[config.mk]
export PLATFORM = sky130hd
export DESIGN_NAME = rgb_to_hsv_convert_unit
export DESIGN_NICKNAME = d
export VERILOG_FILES = /design/src/rtv_pkg.sv /design/src/rgb_to_hsv_convert_unit.sv /design/src/rtv_front.sv /design/src/rtv_div_cell.sv /design/src/rtv_back.sv
export SDC_FILE = /design/constraint.sdc
export NUM_CORES = 1
export LEC_CHECK = 0
export BUFFER_PORTS_ARGS = -buffer_cell sky130_fd_sc_hd__buf_4
export CORE_MARGIN = 2
export CORE_UTILIZATION = 52
export CTS_BUF_LIST = sky130_fd_sc_hd__clkbuf_8
export CTS_CLUSTER_DIAMETER = 100
export CTS_CLUSTER_SIZE = 10
export DETAILED_ROUTE_END_ITERATION = 10
export HOLD_SLACK_MARGIN = 0.08
export PLACE_DENSITY = 0.64
export SYNTH_ARGS = -nofsm -noshare
export SYNTH_HDL_FRONTEND = slang
export SYNTH_SLANG_ARGS = --single-unit
[constraint.sdc]
create_clock -name i_clk -period 11.1 [get_ports i_clk]
set_input_delay 0 -clock i_clk [delete_from_list [all_inputs] [get_ports i_clk]]
set_output_delay 0 -clock i_clk [all_outputs]
set_load 0.01 [all_outputs]
[src/rtv_pkg.sv]
`default_nettype none

package rtv_pkg;

    // Hue is carried in 1/64 degree units, so sixty degrees is 3840.
    localparam int unsigned HUE_W  = 15;
    localparam int unsigned PIX_W  = 8;
    localparam int unsigned QUO_W  = 12;
    localparam int unsigned NUM_W  = PIX_W + QUO_W;

    localparam logic [HUE_W-1:0] HUE_SIXTY = 15'd3840;
    localparam logic [HUE_W-1:0] HUE_FULL  = 15'd23040;
    localparam logic [HUE_W-1:0] HUE_GREEN = 15'd7680;
    localparam logic [HUE_W-1:0] HUE_BLUE  = 15'd15360;

    typedef struct packed {
        logic [PIX_W-1:0] red_in;
        logic [PIX_W-1:0] green_in;
        logic [PIX_W-1:0] blue_in;
    } t_pix_in;

    typedef struct packed {
        logic [HUE_W-1:0] hue_out;
        logic [PIX_W-1:0] saturation_out;
        logic [PIX_W-1:0] value_out;
    } t_hsv_out;

    // One long division in flight: partial remainder plus a word that holds the
    // numerator bits not yet used at the top and the quotient bits found so far
    // at the bottom.
    typedef struct packed {
        logic [PIX_W-1:0] rem;
        logic [QUO_W-1:0] nq;
    } t_div_lane;

    typedef struct packed {
        t_div_lane        hue;
        t_div_lane        sat;
        logic [PIX_W-1:0] delta;
        logic [PIX_W-1:0] cmax;
        logic [HUE_W-1:0] base;
        logic             neg;
        logic             hue_zero;
        logic             sat_zero;
    } t_cell_data;

endpackage

`default_nettype wire

[src/rgb_to_hsv_convert_unit.sv]
// Channel   Direction  Handshake           Payload
// pixel     in         i_valid / o_stall   i_pix (t_pix_in: red, green, blue)
// hsv       out        o_valid / i_stall   o_hsv (t_hsv_out: hue, saturation, value)
//
// One item enters per clock while the output is not stalled, and it passes
// through a front stage for max, min and sector selection, twelve division
// cells and a back stage that adds the hue offset.
// Reset is synchronous and active low; it clears only the stage valid flags.
// Every stage holds its own item and stalls only when it is full and the
// stage after it is stalled, so bubbles close up while the output waits.
`default_nettype none

module rgb_to_hsv_convert_unit
    import rtv_pkg::*;
(
    input  wire logic     i_clk,
    input  wire logic     i_rst_n,
    input  wire logic     i_valid,
    output logic          o_stall,
    input  wire t_pix_in  i_pix,
    output logic          o_valid,
    input  wire logic     i_stall,
    output t_hsv_out      o_hsv
);

    // Each cell carries a hue division (diff * 3840 / delta) and a saturation
    // division (delta * 255 / cmax) forward by one quotient bit. Both quotients
    // fit in twelve bits, so twelve cells finish them.
    localparam int unsigned NCELL = QUO_W;

    logic       cell_valid [NCELL+1];
    logic       cell_stall [NCELL+1];
    t_cell_data cell_data  [NCELL+1];

    rtv_front u_front (
        .i_clk   (i_clk),
        .i_rst_n (i_rst_n),
        .i_valid (i_valid),
        .o_stall (o_stall),
        .i_pix   (i_pix),
        .o_valid (cell_valid[0]),
        .i_stall (cell_stall[0]),
        .o_data  (cell_data[0])
    );

    for (genvar k = 0; k < NCELL; k++) begin : g_cell
        rtv_div_cell u_cell (
            .i_clk   (i_clk),
            .i_rst_n (i_rst_n),
            .i_valid (cell_valid[k]),
            .o_stall (cell_stall[k]),
            .i_data  (cell_data[k]),
            .o_valid (cell_valid[k+1]),
            .i_stall (cell_stall[k+1]),
            .o_data  (cell_data[k+1])
        );
    end

    // The last stage turns the hue quotient into an angle by adding it to or
    // subtracting it from the sector base, and clears hue for grey pixels and
    // saturation for black ones, whose divisors are zero.
    rtv_back u_back (
        .i_clk   (i_clk),
        .i_rst_n (i_rst_n),
        .i_valid (cell_valid[NCELL]),
        .o_stall (cell_stall[NCELL]),
        .i_data  (cell_data[NCELL]),
        .o_valid (o_valid),
        .i_stall (i_stall),
        .o_hsv   (o_hsv)
    );

endmodule

`default_nettype wire

[src/rtv_front.sv]
`default_nettype none

module rtv_front
    import rtv_pkg::*;
(
    input  wire logic       i_clk,
    input  wire logic       i_rst_n,
    input  wire logic       i_valid,
    output logic            o_stall,
    input  wire t_pix_in    i_pix,
    output logic            o_valid,
    input  wire logic       i_stall,
    output t_cell_data      o_data
);

    logic             r_valid;
    t_cell_data       r_data;
    t_cell_data       n_data;

    logic [PIX_W-1:0] cmax;
    logic [PIX_W-1:0] cmin;
    logic [PIX_W-1:0] delta;
    logic [PIX_W-1:0] op_a;
    logic [PIX_W-1:0] op_b;
    logic [PIX_W-1:0] diff;
    logic [HUE_W-1:0] base;
    logic             neg;
    logic [NUM_W-1:0] hue_num;
    logic [NUM_W-1:0] sat_num;

    assign o_stall = r_valid && i_stall;
    assign o_valid = r_valid;
    assign o_data  = r_data;

    always_comb begin
        cmax = i_pix.red_in;
        cmin = i_pix.red_in;
        if (i_pix.green_in > cmax) cmax = i_pix.green_in;
        if (i_pix.blue_in  > cmax) cmax = i_pix.blue_in;
        if (i_pix.green_in < cmin) cmin = i_pix.green_in;
        if (i_pix.blue_in  < cmin) cmin = i_pix.blue_in;
        delta = cmax - cmin;

        // Sector of the maximum, ties resolved red first, then green.
        if (cmax == i_pix.red_in) begin
            op_a = i_pix.green_in;
            op_b = i_pix.blue_in;
            base = (i_pix.green_in < i_pix.blue_in) ? HUE_FULL : '0;
        end else if (cmax == i_pix.green_in) begin
            op_a = i_pix.blue_in;
            op_b = i_pix.red_in;
            base = HUE_GREEN;
        end else begin
            op_a = i_pix.red_in;
            op_b = i_pix.green_in;
            base = HUE_BLUE;
        end
        neg  = op_a < op_b;
        diff = neg ? (op_b - op_a) : (op_a - op_b);

        // diff * 3840 = diff * 4096 - diff * 256, delta * 255 = delta * 256 - delta.
        hue_num = {diff, {QUO_W{1'b0}}} - {{(NUM_W-PIX_W-8){1'b0}}, diff, 8'd0};
        sat_num = {{(NUM_W-PIX_W-8){1'b0}}, delta, 8'd0} - {{QUO_W{1'b0}}, delta};

        n_data.hue.rem = hue_num[NUM_W-1:QUO_W];
        n_data.hue.nq  = hue_num[QUO_W-1:0];
        n_data.sat.rem = sat_num[NUM_W-1:QUO_W];
        n_data.sat.nq  = sat_num[QUO_W-1:0];
        n_data.delta   = delta;
        n_data.cmax    = cmax;
        n_data.base    = base;
        n_data.neg     = neg;
        n_data.hue_zero = (delta == '0);
        n_data.sat_zero = (cmax == '0);
    end

    always_ff @(posedge i_clk) begin
        if (!i_rst_n) begin
            r_valid <= 1'b0;
        end else if (!o_stall) begin
            r_valid <= i_valid;
        end
    end

    always_ff @(posedge i_clk) begin
        if (!o_stall && i_valid) begin
            r_data <= n_data;
        end
    end

endmodule

`default_nettype wire

[src/rtv_div_cell.sv]
`default_nettype none

module rtv_div_cell
    import rtv_pkg::*;
(
    input  wire logic       i_clk,
    input  wire logic       i_rst_n,
    input  wire logic       i_valid,
    output logic            o_stall,
    input  wire t_cell_data i_data,
    output logic            o_valid,
    input  wire logic       i_stall,
    output t_cell_data      o_data
);

    logic       r_valid;
    t_cell_data r_data;
    t_cell_data n_data;

    assign o_stall = r_valid && i_stall;
    assign o_valid = r_valid;
    assign o_data  = r_data;

    // One restoring step on a lane: bring down the next numerator bit, subtract
    // the divisor when it fits and shift the quotient bit in at the bottom.
    function automatic t_div_lane div_step(t_div_lane lane, logic [PIX_W-1:0] div);
        logic [PIX_W:0]   trial;
        logic [PIX_W:0]   left;
        logic             qbit;
        t_div_lane        res;
        trial = {lane.rem, lane.nq[QUO_W-1]};
        left  = trial - {1'b0, div};
        qbit  = (trial >= {1'b0, div});
        res.rem = qbit ? left[PIX_W-1:0] : trial[PIX_W-1:0];
        res.nq  = {lane.nq[QUO_W-2:0], qbit};
        return res;
    endfunction

    always_comb begin
        n_data     = i_data;
        n_data.hue = div_step(i_data.hue, i_data.delta);
        n_data.sat = div_step(i_data.sat, i_data.cmax);
    end

    always_ff @(posedge i_clk) begin
        if (!i_rst_n) begin
            r_valid <= 1'b0;
        end else if (!o_stall) begin
            r_valid <= i_valid;
        end
    end

    always_ff @(posedge i_clk) begin
        if (!o_stall && i_valid) begin
            r_data <= n_data;
        end
    end

endmodule

`default_nettype wire

[src/rtv_back.sv]
`default_nettype none

module rtv_back
    import rtv_pkg::*;
(
    input  wire logic       i_clk,
    input  wire logic       i_rst_n,
    input  wire logic       i_valid,
    output logic            o_stall,
    input  wire t_cell_data i_data,
    output logic            o_valid,
    input  wire logic       i_stall,
    output t_hsv_out        o_hsv
);

    logic             r_valid;
    t_hsv_out         r_hsv;
    t_hsv_out         n_hsv;
    logic [HUE_W-1:0] quo;

    assign o_stall = r_valid && i_stall;
    assign o_valid = r_valid;
    assign o_hsv   = r_hsv;

    always_comb begin
        quo = {{(HUE_W-QUO_W){1'b0}}, i_data.hue.nq};
        if (i_data.hue_zero) begin
            n_hsv.hue_out = '0;
        end else if (i_data.neg) begin
            n_hsv.hue_out = i_data.base - quo;
        end else begin
            n_hsv.hue_out = i_data.base + quo;
        end
        n_hsv.saturation_out = i_data.sat_zero ? '0 : i_data.sat.nq[PIX_W-1:0];
        n_hsv.value_out      = i_data.cmax;
    end

    always_ff @(posedge i_clk) begin
        if (!i_rst_n) begin
            r_valid <= 1'b0;
        end else if (!o_stall) begin
            r_valid <= i_valid;
        end
    end

    always_ff @(posedge i_clk) begin
        if (!o_stall && i_valid) begin
            r_hsv <= n_hsv;
        end
    end

endmodule

`default_nettype wire

==> metrics.md <==
| Metric | Value |
|---|---|
| Net count of the mapped netlist | `roughly 3,100` |
| HP Class | `in -> reg` |
| Antenna Nets Post-Route | `0` |
| Unrepaired setup endpoints after global routing | `false` |
| Die Area | `~70,000 sq um` |
| Largest net degree at the start of global routing | `59` |
| Area of the core region | `around 67,000 sq um` |
| Number of clock sinks seen by CTS | `roughly 730` |
| Clock-pin slew reported for the worst setup and hold paths after clock tree synthesis | `~0.080 ns` |
| Cells taking the most area after synthesis | `sky130_fd_sc_hd__edfxtp_1 (61%), sky130_fd_sc_hd__ha_1 (9.0%), sky130_fd_sc_hd__o21ai_0 (3.6%)` |
| Max FO, Critical Path | `38` |
| Worst supply voltage drop on vdd | `0.0002231 V` |
| Maximum level of the CTS H-tree | `3` |
| Cell repeated most along the worst path | `sky130_fd_sc_hd__ha_1` |
| Fraction of post-synthesis cell area in the top cell type by area | `0.6093` |
| Number of fill cells in the layout | `about 5,400` |
| Maximum Capacitance Violations | `0` |
| Ports placed on the boundary | `61` |
| Later-pin clock latency in the skew report | `around 0.66 ns` |
| Synth cell types | `75` |
| Setup WS pre-CTS | `between 2 and 3 ns` |
| Final Hold Fails | `0` |
| Synth warnings | `0` |
| Antenna violations before repair | `1` |
| CTS tree | `yes` |
| Arrival time at the worst endpoint | `around 8.8 ns` |
| Normalized max-slew margin | `0.2399` |
| Power after layout | `7.105 mW` |
| Total iterations of the first detailed-routing run | `5` |
| Bufs on Longest Clock Path | `3` |
| Final core utilization | `0.5708` |
| Startpoint of the worst hold path | `i_pix[14]` |
| CTS buffer count | `approximately 80` |
| Post-Route Setup TNS | `0 ns` |
| Final routed wirelength across all metal layers | `roughly 60 mm` |
| Worst setup margin | `2.674 ns` |
| Cell with the most instances after synthesis | `sky130_fd_sc_hd__edfxtp_1` |
| Root buf cell | `sky130_fd_sc_hd__clkbuf_8` |
| Number of synthesized flops with an enable pin | `~710` |
| Category of the most critical setup path | `in -> reg` |
| Largest stage delay on the critical path | `roughly 0.52 ns` |
| All-layer global routing usage | `0.1753` |
| Crit path from | `i_pix[17]` |
| Standard cell with the maximum stage delay on the critical path | `sky130_fd_sc_hd__dlygate4sd3_1` |
| Part of the Yosys area used for sequential elements | `0.6172` |
| Startpoint type of the worst setup path | `input port` |
| Power Dens Cells | `approximately 190 nW/um^2` |
| Worst hold-check slack | `0.1739 ns` |
| Most common library cells after synthesis | `sky130_fd_sc_hd__edfxtp_1 (714), sky130_fd_sc_hd__inv_1 (333), sky130_fd_sc_hd__ha_1 (254), sky130_fd_sc_hd__o21ai_0 (254), sky130_fd_sc_hd__nand2_1 (202)` |
| Die H | `around 260 microns` |
| Number of nets at the end of the flow | `around 3,300` |
| Type of destination of the critical path | `flop` |
| Mean number of vias per cell | `5.370` |
| Data required, critical path | `11.50 ns` |
| Final critical-path share of the clock period | `0.7591` |
| Area taken by multi-input logic gates | `~12,000 sq um` |
| Final Slew Violations | `0` |
| Synth Area per Inst | `about 12 sq um` |
| Area of all placed cells without fillers | `38,270 sq um` |
| Wire length of the first global-routing pass | `between 90 and 100 mm` |
| Maximum clock frequency | `roughly 120 MHz` |
| Total vias in the final route | `20,617` |
| Global placer's final weighted congestion | `0.8461` |
| Number of violations reported at the end of detailed-routing iteration 0 | `around 1,200` |
| Sum of overflow across all layers after global routing | `0` |
| Fraction of synthesis flops using an asynchronous set or reset pin | `0` |
| Die extent in x | `roughly 260 microns` |
| Time the worst path needs with I/O delays and setup | `around 8.4 ns` |
| Synthesis-to-layout area growth | `8.747%` |
| Number of I/O port buffers | `60` |
| Inst Count DP | `roughly 3,700` |
| Remaining DRCs | `0` |
| HPWL reported at the end of detailed placement | `between 40 and 50 mm` |
| Setup Viol. Count Final | `0` |
| Final Skew | `~0.043 ns` |
| Routed wirelength normalized by instance count | `between 15 and 20 microns` |
| Number of cells produced by synthesis | `around 2,800` |
| Sequential cell area | `approximately 22,000 sq um` |
| Status | `finished, final reports clean` |
| Cell Count, Final, Fillers Out | `approximately 3,800` |
| Critical register-to-register path startpoint | `u_back.o_valid$_SDFFE_PN0N_` |
| Effective utilization at floorplan | `0.5249` |
| Leakage power summed over all cells | `around 15 nW` |
| Share of final-layout standard cells stronger than drive strength 1 | `0.06880` |
| Gates resized, CTS repair | `0` |
| Prevailing post-synth register cell | `sky130_fd_sc_hd__edfxtp_1` |
| Cell Rows | `95` |
| Top cell type by total area after synthesis | `sky130_fd_sc_hd__edfxtp_1` |
| Number of global-route vias before repair | `~21,000` |
| Netlist area before placement | `around 35,000 sq um` |
| Synth Register Bits | `approximately 730` |
| Slew at the pin closest to its max-slew limit | `1.140 ns` |
| Dpl cell area | `36,790 sq um` |
==> report_power, final <==
group | internal, mW | switching [mW] | total [mW]
sequential | 3.29 | 0.0817 | 3.37
clock | 0.698 | 0.849 | 1.55
combinational | 0.845 | 1.34 | 2.19
==> state kept, by name, indices dropped and copies added (netlist names) <==
register	count
g_cell.u_cell.o_data	631
u_front.o_data	52
u_back.o_valid	1
u_front.o_valid	1
g_cell.u_cell.o_valid	12
u_back.o_hsv	31
==> metal layers <==
metal  global-route usage  wire length [microns]
met4              0.06849                   1725
met5                    0                      0
met2               0.3288                  31670
met1               0.2008                  24540
met3              0.02470                   2109
==> worst paths after layout <==
path	end	slack [ns]	cells past startpoint
worst min-delay path	u_front.o_data[17]$_SDFFCE_PN0P_	0.17	5
worst max register to register	u_front.o_data[0]$_DFFE_PP_	7.22	10
worst min register to register	g_cell[6].u_cell.o_data[45]$_DFFE_PP_	0.39	0
worst max-delay path	u_front.o_data[70]$_DFFE_PP_	2.67	36
==> area by class of cell <==
class,instances,share of cell area
Multi-Input combinational cell,1703,0.3176
Sequential cell,728,0.5676
Timing Repair Buffer,96,0.02021
Clock inverter,17,0.002223
Tap cell,873,0.02854
Inverter,335,0.03286
Antenna cell,1,0.00006539
Clock buffer,86,0.03093
==> cells by family after synthesis <==
logic type | after synthesis | share of synthesized area
simple gates | 694 | 0.09792
flops | 728 | 0.6172
compound gates | 581 | 0.1012
mux | 14 | 0.004124
xor+xnor | 133 | 0.03310
other cells | 1 | 0.0001066
buf+inv | 388 | 0.04153
fa+ha+maj | 280 | 0.1048
==> critical path: cells and delay by family <==
family                     cells  cell delay, ns
buffers and inverters          6            1.42
xor gates and xnor gates       1            0.50
AOI/OAI and AO/OA             15            3.35
and+or+nand+nor                9            1.66
adders and majority gates      5            1.87
==> layout by cell type (no fill, tap or decap), types with 19 or more instances in the layout <==
master and count:
sky130_fd_sc_hd__a21boi_0 22, sky130_fd_sc_hd__a21o_1 43, sky130_fd_sc_hd__a21oi_1 114, sky130_fd_sc_hd__and2_1 32, sky130_fd_sc_hd__buf_4 75, sky130_fd_sc_hd__clkbuf_8 86, sky130_fd_sc_hd__dlygate4sd3_1 21, sky130_fd_sc_hd__edfxtp_1 714
sky130_fd_sc_hd__fa_1 25, sky130_fd_sc_hd__ha_1 254, sky130_fd_sc_hd__inv_1 346, sky130_fd_sc_hd__nand2_1 202, sky130_fd_sc_hd__nand2b_1 61, sky130_fd_sc_hd__nand3_1 19, sky130_fd_sc_hd__nand4_1 45, sky130_fd_sc_hd__nor2_1 167
sky130_fd_sc_hd__nor2b_1 93, sky130_fd_sc_hd__o21a_1 19, sky130_fd_sc_hd__o21ai_0 254, sky130_fd_sc_hd__o31ai_1 46, sky130_fd_sc_hd__or4_1 21, sky130_fd_sc_hd__xnor2_1 59, sky130_fd_sc_hd__xor2_1 74
==> timing repair <==
| action | CTS | global route |
|---|---|---|
| setup buffers | 0 | 0 |
| endpoints found under the hold margin | 56 | 0 |
| hold buffers | 21 | 0 |
Note: power is estimated with default switching activity, not from simulation.
